$ cat src/hw/rtl/gnm_pkg.sv
// ============================================================================
// gnm_pkg - shared types and constants for the neighbor membership table
// Holds sizes, register indexes, operation codes, status codes and the
// front-to-back command record.
// ============================================================================
package gnm_pkg;

    localparam int MAX_CELLS_DEF     = 256;
    localparam int CELL_CAPACITY_DEF = 4;
    localparam int ID_BITS_DEF       = 16;
    localparam int COORD_BITS_DEF    = 16;
    localparam int MAX_RESULTS       = 36;
    localparam int MAX_GRID_DIM      = 16;
    localparam int IDW               = 16;
    localparam int CW                = 16;

    localparam logic [2:0] REG_X_ORIGIN     = 3'd0;
    localparam logic [2:0] REG_CELL_WIDTH   = 3'd1;
    localparam logic [2:0] REG_CELLS_ACROSS = 3'd2;
    localparam logic [2:0] REG_Y_ORIGIN     = 3'd3;
    localparam logic [2:0] REG_CELL_HEIGHT  = 3'd4;
    localparam logic [2:0] REG_CELLS_DOWN   = 3'd5;

    localparam logic [1:0] FUNC_ADD    = 2'd0;
    localparam logic [1:0] FUNC_REMOVE = 2'd1;
    localparam logic [1:0] FUNC_QUERY  = 2'd2;
    localparam logic [1:0] FUNC_NOP    = 2'd3;

    localparam logic [1:0] ST_OK       = 2'd0;
    localparam logic [1:0] ST_FULL     = 2'd1;
    localparam logic [1:0] ST_NOTFOUND = 2'd2;
    localparam logic [1:0] ST_OUTSIDE  = 2'd3;

    // Command passed from the front to the back through the queue.
    typedef struct packed {
        logic [1:0]     func;
        logic [IDW-1:0] id;
        logic           outside;
        logic [3:0]     col;
        logic [3:0]     row;
        logic [4:0]     across;
        logic [4:0]     down;
    } t_cmd;

    typedef enum logic [1:0] {
        FS_IDLE,
        FS_DIV,
        FS_PUSH
    } t_front_state;

    typedef enum logic [2:0] {
        BS_IDLE,
        BS_CELL,
        BS_FILL,
        BS_READ,
        BS_EMIT,
        BS_WRITE,
        BS_DONE
    } t_back_state;

endpackage

$ cat src/hw/rtl/gnm_front.sv
// ============================================================================
// gnm_front - locate an item's cell
// Clamp the grid, then find column and row by restoring division, one
// quotient bit of each per cycle; push the command into the queue.
// ============================================================================
module gnm_front (
    input  logic                    i_clk,
    input  logic                    i_rst_n,
    input  logic                    i_start,
    input  logic [1:0]              i_func,
    input  logic [gnm_pkg::IDW-1:0] i_member_id,
    input  logic signed [15:0]      i_pos_x,
    input  logic signed [15:0]      i_pos_y,
    input  logic signed [15:0]      i_x_origin,
    input  logic [15:0]             i_cell_width,
    input  logic [4:0]              i_cells_across,
    input  logic signed [15:0]      i_y_origin,
    input  logic [15:0]             i_cell_height,
    input  logic [4:0]              i_cells_down,
    input  logic                    i_q_full,
    output logic                    o_busy,
    output logic                    o_push,
    output gnm_pkg::t_cmd           o_cmd
);
    gnm_pkg::t_front_state r_state, n_state;
    logic [4:0]  r_cnt;
    logic [16:0] r_remx, r_remy, r_dx, r_dy;
    logic [16:0] r_qx, r_qy;
    logic [15:0] r_w, r_h;
    logic        r_neg;
    logic [1:0]  r_func;
    logic [15:0] r_id;
    logic [4:0]  r_across, r_down;

    logic signed [16:0] w_dx, w_dy;
    logic [17:0] w_tx, w_ty;
    logic [4:0]  w_ac, w_dn;
    logic [8:0]  w_cell;
    logic        w_out;

    assign w_dx = 17'(i_pos_x) - 17'(i_x_origin);
    assign w_dy = 17'(i_pos_y) - 17'(i_y_origin);
    assign w_ac = (i_cells_across == 5'd0) ? 5'd1 :
                  (i_cells_across > 5'd16) ? 5'd16 : i_cells_across;
    assign w_dn = (i_cells_down == 5'd0) ? 5'd1 :
                  (i_cells_down > 5'd16) ? 5'd16 : i_cells_down;
    assign w_tx = {r_remx, r_dx[16]} - {2'b0, r_w};
    assign w_ty = {r_remy, r_dy[16]} - {2'b0, r_h};
    assign w_cell = 9'(r_qy[4:0]) * 9'(r_across) + 9'(r_qx[4:0]);
    assign w_out = r_neg || (r_qx >= 17'(r_across)) || (r_qy >= 17'(r_down))
                   || (w_cell >= 9'd256);

    always_comb begin
        n_state = r_state;
        case (r_state)
            gnm_pkg::FS_IDLE: if (i_start) n_state = gnm_pkg::FS_DIV;
            gnm_pkg::FS_DIV:  if (r_cnt == 5'd16) n_state = gnm_pkg::FS_PUSH;
            gnm_pkg::FS_PUSH: if (!i_q_full) n_state = gnm_pkg::FS_IDLE;
            default:          n_state = gnm_pkg::FS_IDLE;
        endcase
    end

    always_comb begin
        o_busy = 1'b1;
        o_push = 1'b0;
        case (r_state)
            gnm_pkg::FS_IDLE: o_busy = 1'b0;
            gnm_pkg::FS_PUSH: o_push = !i_q_full;
            default:          o_busy = 1'b1;
        endcase
    end

    always_comb begin
        o_cmd.func    = r_func;
        o_cmd.id      = r_id;
        o_cmd.outside = w_out;
        o_cmd.col     = r_qx[3:0];
        o_cmd.row     = r_qy[3:0];
        o_cmd.across  = r_across;
        o_cmd.down    = r_down;
    end

    always_ff @(posedge i_clk) begin
        if (!i_rst_n) begin
            r_state <= gnm_pkg::FS_IDLE;
        end else begin
            r_state <= n_state;
        end
        if (r_state == gnm_pkg::FS_IDLE) begin
            // Pre-shift the dividends so 16 steps consume bits 15..0.
            r_cnt    <= 5'd0;
            r_dx     <= {w_dx[15:0], 1'b0};
            r_dy     <= {w_dy[15:0], 1'b0};
            r_remx   <= 17'd0;
            r_remy   <= 17'd0;
            r_qx     <= 17'd0;
            r_qy     <= 17'd0;
            r_neg    <= w_dx[16] || w_dy[16];
            r_w      <= (i_cell_width == 16'd0) ? 16'd1 : i_cell_width;
            r_h      <= (i_cell_height == 16'd0) ? 16'd1 : i_cell_height;
            r_func   <= i_func;
            r_id     <= i_member_id;
            r_across <= w_ac;
            r_down   <= w_dn;
        end else if (r_state == gnm_pkg::FS_DIV && r_cnt != 5'd16) begin
            r_cnt <= r_cnt + 5'd1;
            r_dx  <= {r_dx[15:0], 1'b0};
            r_dy  <= {r_dy[15:0], 1'b0};
            if (!w_tx[17]) begin
                r_remx <= w_tx[16:0];
                r_qx   <= {r_qx[15:0], 1'b1};
            end else begin
                r_remx <= {r_remx[15:0], r_dx[16]};
                r_qx   <= {r_qx[15:0], 1'b0};
            end
            if (!w_ty[17]) begin
                r_remy <= w_ty[16:0];
                r_qy   <= {r_qy[15:0], 1'b1};
            end else begin
                r_remy <= {r_remy[15:0], r_dy[16]};
                r_qy   <= {r_qy[15:0], 1'b0};
            end
        end
    end

    // A push comes only after the division has finished.
    a_push_after_div: assert property (@(posedge i_clk) disable iff (!i_rst_n)
        o_push |-> r_cnt == 5'd16) else $error("push before division done");
    a_busy_push: assert property (@(posedge i_clk) disable iff (!i_rst_n)
        o_push |-> o_busy) else $error("push while idle");
    a_start_div: assert property (@(posedge i_clk) disable iff (!i_rst_n)
        (i_start && !o_busy) |=> r_state == gnm_pkg::FS_DIV)
        else $error("start not taken");
endmodule

$ cat config.mk
export PLATFORM = sky130hd
export DESIGN_NAME = gnm_front
export DESIGN_NICKNAME = d
export VERILOG_FILES = /design/src/hw/rtl/gnm_pkg.sv /design/src/hw/rtl/gnm_front.sv
export SDC_FILE = /design/constraint.sdc
export NUM_CORES = 1
export LEC_CHECK = 0
export BUFFER_PORTS_ARGS = -buffer_cell sky130_fd_sc_hd__buf_2
export CAP_MARGIN = 20
export CORE_MARGIN = 2
export CORE_UTILIZATION = 55
export DETAILED_ROUTE_END_ITERATION = 16
export PLACE_DENSITY_LB_ADDON = 0.25
export REMOVE_ABC_BUFFERS = 1
export SYNTH_ARGS = -nofsm -noshare
export SYNTH_HDL_FRONTEND = slang
export SYNTH_SLANG_ARGS = --single-unit
$ cat constraint.sdc
create_clock -name i_clk -period 5.5 [get_ports i_clk]
set_clock_uncertainty 0.2 [all_clocks]
set_input_delay 1.1 -clock i_clk [delete_from_list [all_inputs] [get_ports i_clk]]
set_output_delay 1.1 -clock i_clk [all_outputs]
set_load 0.1 [all_outputs]
==> out/results.txt, run 1 <==
ys flop type: edfxtp_1
cell count after synthesis: 1,141
peak supply drop: 0.207 mV
gpl congestion: 0.862
required time of the critical path: 4.20 ns
GR Layer Usage met1: 26.9%
hold path startpoint: r_qx[14]
buffers plus inverters on the worst setup path: 2
Final Cycle Share: 98.3%
initial antenna violation count: 1
htree depth: 4
P&R area growth vs syn: 14.6%
grt ovf: 0
HPWL Detailed: 16,100 um
final wirelength: 22,300 um
FFs w/ async S/R, synth: 0%
Yosys warnings: 0
Power Density: 320 mW/mm2
synthesized area: 0.0106 mm2
worst r2r dst: r_remy[1]
Die Area: 0.0204 mm2
initial DRC count: 449
cts hold-fix bufs: 0
clk_lat worst skew: 0.43 ns
clock sink count: 168
max-slew violation count: 0
area of the core: 0.0188 mm2
total power: 0.00388 W
Final Hold Viols: 0
Worst-path clk slew: 0.07 ns
crit start category: flop
cell-by-cell trace of the critical path: nand2_2 > fa_1 > fa_1 > fa_1 > inv_1 > ha_1 > a21o_1 > a21o_1 > a21o_1 > a21oi_2 > xnor2_1 > o2111ai_1 > buf_6
initial core utilization: 56.3%
measured slew at the worst slew-check pin: 0.867 ns
Slowest Stage Delay on Critical Path: 0.54 ns
Register-to-Register Path Depth: 11
synthesized area per cell: 9.27 um2
Post-route DRC: 0
GR Util met3: 5.70%
RR Startpoint: r_h[1]
routed len/inst: 14.7 um
Final ANT Viol Nets: 0
layout cells sized above 1: 18.8%
hold_ws: 0.255 ns
TritonCTS Buffers: 17
pin count of the biggest net entering global routing: 94
Port Buf Inserts: 166
fmax: 185 MHz
met2 Use GR: 39.1%
largest buffer count on any clock path: 2
max cap viols: 0
Synth Register Bits: 168
Crit Path Category: reg -> out
critical path's top delay family: adder cells
Critical Path End Type: output port
Nets: 1,507
EDFF count, synth: 93
crit-path max FO: 6
first-pass GRT wire length: 36,500 um
relative slew slack: 42.2%
Die Y: 143 um
post-placement setup slack: 0.339 ns
Synth cell types: 72
CTS root buffer: clkbuf_16
Most Crowded Layer GR: met2
critical path's slowest cell: fa_1
Total GRT Usage: 22.3%
P_leak: 5.57 nW
run status: finished, final reports clean
IO Count: 167
Reg2Reg Setup Slack: 2.06 ns
vias in the first global route: 8,054
hold endpoint: r_qx[15]
sequential area share after synthesis: 40.6%
CTS tree: built
final setup vio count: 0
CP Data Arrival Time: 4.11 ns
Die W: 143 um
vias: 8,368
fin crit period: 5.41 ns
1st-pass router iterations: 5
Setup WS post-layout: 0.0944 ns
Worst Hold Class: reg -> reg
Hold Path Depth: 2
num rows: 50
Vias/cell: 5.52
[repair_timing]
action	CTS	global route
endpoints found under the setup margin	1	1
pin swaps	0	3
buffers inserted	0	10
resized for setup	3	9
hold endpoints to repair	0	0
cloned	0	0
[cells by family (layout without fill, tap and decap cells)]
| family | count (synthesis) | count (layout) | share of synthesized area [%] |
|---|---|---|---|
| and+or+nand+nor | 376 | 376 | 17.3 |
| AOI/OAI and AO/OA | 231 | 231 | 14.3 |
| DFF | 168 | 168 | 40.6 |
| buffers and inverters | 180 | 321 | 6.91 |
| xor gates and xnor gates | 48 | 48 | 3.98 |
| other | 0 | 1 | 0 |
| muxes | 28 | 28 | 2.76 |
| adders and majority gates | 110 | 110 | 14.2 |
[cell type report]
class	count	area [um2]
Antenna cell	1	2.50
Clock buffer	18	429
Clock inverter	14	139
Fill cell	1559	6640
Inverter	107	404
Multi-Input combinational cell	793	5580
Sequential cell	168	4300
Tap cell	234	293
Timing Repair Buffer	182	970
[worst register-to-register path, cell delays in order (launching register included)]
cell and delay, ns:
edfxtp_1 0.42, inv_1 0.09, ha_1 0.21, nor2b_1 0.14, o2111ai_1 0.24, and3_1 0.28
o21ai_2 0.10, a31o_1 0.23, a211oi_2 0.63, buf_4 0.37, mux2_1 0.34, o21ai_1 0.12
[worst max path at each step]
stage                startpoint        end  slack [ns]  depth (start not counted)
CTS                 r_across[4]  o_cmd[18]        0.02                         13
global placement        r_qy[1]  o_cmd[18]        0.47                         13
floorplan            r_state[1]   r_dx[14]       -2.94                          4
detailed placement      r_qy[1]  o_cmd[18]        0.34                         13
global route        r_across[2]  o_cmd[18]       -0.03                         13
finish              r_across[4]  o_cmd[18]        0.09                         13
[power breakdown]
group | internal [W] | switching, W
registers | 0.00149 | 0.0000742
clock network | 0.000635 | 0.000528
logic | 0.000421 | 0.000728
[routing by layer]
metal  part of all wire [%]  wire [um]  vias to the layer above
met3                    4.7       1040                       37
met5                      0          0                        -
li1                       -          -                     4284
met1                     45       9950                     3876
met4                    1.8        390                        0
met2                     49      10900                      171
[Yosys cell counts, drive strengths merged, types with 25 or more instances]
cell type / instances / share of area (%)
edfxtp: 93 / 26
nor2: 46 / 1.7
dfxtp: 75 / 14
o21ai: 78 / 3.8
nand2: 133 / 4.7
nand3: 72 / 3.4
xnor2: 30 / 2.5
clkbuf: 57 / 2.0
ha: 94 / 11
inv: 106 / 3.8
and2: 25 / 1.5
a21oi: 40 / 1.9
[per-stage QoR]
stage	cell area, um2	std cells	util, %	TNS (ns)
floorplan	10200	1068	-	-228.32
global placement	11500	1474	61.0	0
detailed placement	11500	1474	61.0	0
CTS	12000	1506	64.1	0
global route	12100	1516	64.6	-0.0281
finish	12100	1517	64.6	0
[placed cells by master, fill, tap and decap left out, types with 4 or more instances in the layout]
| master | instances |
|---|---|
| and3_1 | 7 |
| o2111ai_1 | 7 |
| nor2_1 | 44 |
| a221oi_1 | 4 |
| buf_4 | 15 |
| o21ai_1 | 40 |
| nand2b_1 | 7 |
| nand4_1 | 7 |
| o21a_1 | 12 |
| o211ai_1 | 10 |
| nand2_1 | 131 |
| a311oi_1 | 5 |
| inv_6 | 4 |
| mux2i_1 | 22 |
| inv_1 | 105 |
| nand3b_1 | 4 |
| a21o_1 | 20 |
| nor3_1 | 22 |
| clkbuf_16 | 17 |
| and2_1 | 24 |
| fa_1 | 16 |
| xor2_1 | 18 |
| nor4_1 | 11 |
| o31ai_1 | 8 |
| a31oi_1 | 10 |
| ha_1 | 94 |
| nand3_1 | 72 |
| or4_1 | 4 |
| nor2b_1 | 13 |
| a32oi_1 | 4 |
| o21ai_0 | 36 |
| edfxtp_1 | 93 |
| a21oi_1 | 38 |
| xnor2_1 | 30 |
| clkinv_2 | 4 |
| dfxtp_2 | 4 |
| or3_1 | 9 |
| buf_2 | 165 |
| dfxtp_1 | 70 |
[sequential cells by signal, summed over array words and instances, names as in the netlist]
register / count
r_cnt: 5
r_neg: 1
r_func: 2
r_dx: 16
r_state: 2
r_h: 16
r_remx: 17
r_qx: 17
r_id: 16
r_w: 16
r_across: 5
r_remy: 17
r_dy: 16
r_down: 5
r_qy: 17
Note: power is estimated with default switching activity, not from simulation.
==> run 2, diff against run 1 <==
CTS_CLUSTER_SIZE = 25   (was not set)
RECOVER_POWER = 50   (was not set)
==> out/results.txt, run 2 (same netlist as run 1, synthesis figures left out) <==
grt ovf: 0 (unchanged)
Setup WS post-layout: 0.102 ns (+0.00729 ns)
Nets: 1,507 (unchanged)
final wirelength: 22,300 um (about the same)
run status: finished with violations
CTS tree: built
CP Data Arrival Time: 4.10 ns (about the same)
1st-pass router iterations: 5 (unchanged)
crit-path max FO: 6 (unchanged)
max cap viols: 1 (+1)
Util after Layout: 64.3% (-0.29 points)
failing checks: max-capacitance violations, max-slew violations
CP startpoint: r_across[4]
P&R area growth vs syn: 14.1%
TritonCTS Buffers: 17 (unchanged)
Power Density: 321 mW/mm2 (+0.42%)
vias: 8,366 (-0.024%)
Worst Hold Class: reg -> reg
Total GRT Usage: 22.3% (unchanged)
htree depth: 4 (unchanged)
layout cells sized above 1: 15.9% (-2.9 points)
num rows: 50 (unchanged)
Register-to-Register Path Depth: 7 (-4)
Worst-path clk slew: 0.07 ns (about the same)
CTS root buffer: clkbuf_16
initial antenna violation count: 1 (unchanged)
Die W: 143 um (unchanged)
HPWL Detailed: 16,100 um (unchanged)
Final Hold Viols: 0 (unchanged)
Post-route DRC: 0 (unchanged)
most frequent cells in the layout: nand2_1 (131), buf_2 (129), inv_1 (105)
Final Cycle Share: 98.2% (-0.13 points)
area of the core: 0.0188 mm2 (unchanged)
Non-Filler Instances: 1,517 (unchanged)
routed len/inst: 14.7 um (about the same)
hold_ws: 0.254 ns (-0.000422 ns)
Die Area: 0.0204 mm2 (unchanged)
Final ANT Viol Nets: 0 (unchanged)
final setup vio count: 0 (unchanged)
fin crit period: 5.40 ns (-0.00729 ns)
crit start category: flop
clk_lat worst skew: 0.43 ns (about the same)
worst r2r dst: r_dx[16]
fmax: 185 MHz (+0.14%)
initial DRC count: 462 (+2.9%)
vias in the first global route: 8,054 (unchanged)
commonest non-fill, non-tap cell in the layout: nand2_1
initial core utilization: 56.3% (unchanged)
measured slew at the worst slew-check pin: 1.67 ns (+0.805 ns)
placed inst area: 0.0115 mm2 (unchanged)
largest buffer count on any clock path: 2 (unchanged)
Vias/cell: 5.51 (about the same)
IO Count: 167 (unchanged)
CP endpoint: o_cmd[18]
first-pass GRT wire length: 36,500 um (unchanged)
clock sink count: 168 (unchanged)
Critical Path End Type: output port
peak supply drop: 0.206 mV (-0.45%)
Placed Cells: 1,474 (unchanged)
RR Startpoint: r_state[1]
Port Buf Inserts: 166 (unchanged)
Reg2Reg Setup Slack: 1.52 ns (-0.54 ns)
required time of the critical path: 4.20 ns (about the same)
pin count of the biggest net entering global routing: 94 (unchanged)
Die Y: 143 um (unchanged)
post-placement setup slack: 0.339 ns (unchanged)
relative slew slack: -11.5% (-54 points)
cts hold-fix bufs: 0 (unchanged)
Crit Path Category: reg -> out
gpl congestion: 0.862 (unchanged)
design area: 0.0121 mm2 (-0.45%)
max-slew violation count: 65 (+65)
P_leak: 5.47 nW (-1.9%)
-- run 2: changes by cell type in the layout (fill, tap and decap cells not counted), sizes merged --
| cell | change |
|---|---|
| clkbuf | +37 |
| buf | -37 |
-- run 2: what timing repair did --
action	in CTS	in global routing
gates cloned	0	0
setup endpoints to repair	1	1
buffers inserted	0	10
resized for setup	3	9
pin swaps	0	3
hold endpoints to repair	0	0
-- run 2: worst min path at each step --
stage | start | end | slack [ns] | depth (start not counted)
2_1_floorplan | r_qx[12] | r_qx[13] | 0.23 | 2
3_3_place_gp | r_qx[7] | r_qx[8] | 0.24 | 2
3_5_place_dp | r_qy[8] | r_qy[9] | 0.24 | 2
4_1_cts | r_qx[7] | r_qx[8] | 0.26 | 2
5_1_grt | r_qy[15] | r_qy[16] | 0.28 | 2
6_report | r_qx[14] | r_qx[15] | 0.25 | 2
-- run 2: per-layer routing --
metal,track usage (%),vias to the layer above,routed length [um]
met1,26.9,3872,9980
met5,0,-,0
met4,7.30,0,380
met3,5.70,33,1020
met2,39.1,177,10900
li1,-,4284,-
-- run 2: where the power goes --
part	internal, W	switching (W)	total (W)	leakage (nW)
clock	0.000635	0.000531	0.00117	0.276
combinational	0.000416	0.000728	0.00114	3.62
sequential	0.00149	0.0000742	0.00156	1.57
total	0.00254	0.00133	0.00387	5.47
-- run 2: critical path, cell delays in order (launching register included) --
cell       delay [ns]
edfxtp_1         0.49
nand2_2          0.11
fa_1             0.45
fa_1             0.52
fa_1             0.54
inv_1            0.04
ha_1             0.28
a21o_1           0.16
a21o_1           0.18
a21o_1           0.18
a21oi_2          0.15
xnor2_1          0.15
o2111ai_1        0.17
buf_6            0.23
-- run 2: area by class of cell --
cell class                 instances  area, um2
antenna                            1       2.50
clock buffer                      18        429
clock inverter                    14        139
fill                            1582       6700
inverter                         107        404
multi-input combinational        793       5580
sequential                       168       4300
tap                              234        293
timing repair buffer             182        922
-- run 2: stage by stage --
stage                     power (W)  setup TNS [ns]
after floorplan             0.00246         -228.32
after global placement      0.00270               0
after detailed placement    0.00273               0
after CTS                   0.00390               0
after global routing        0.00408         -0.0281
final                       0.00387               0
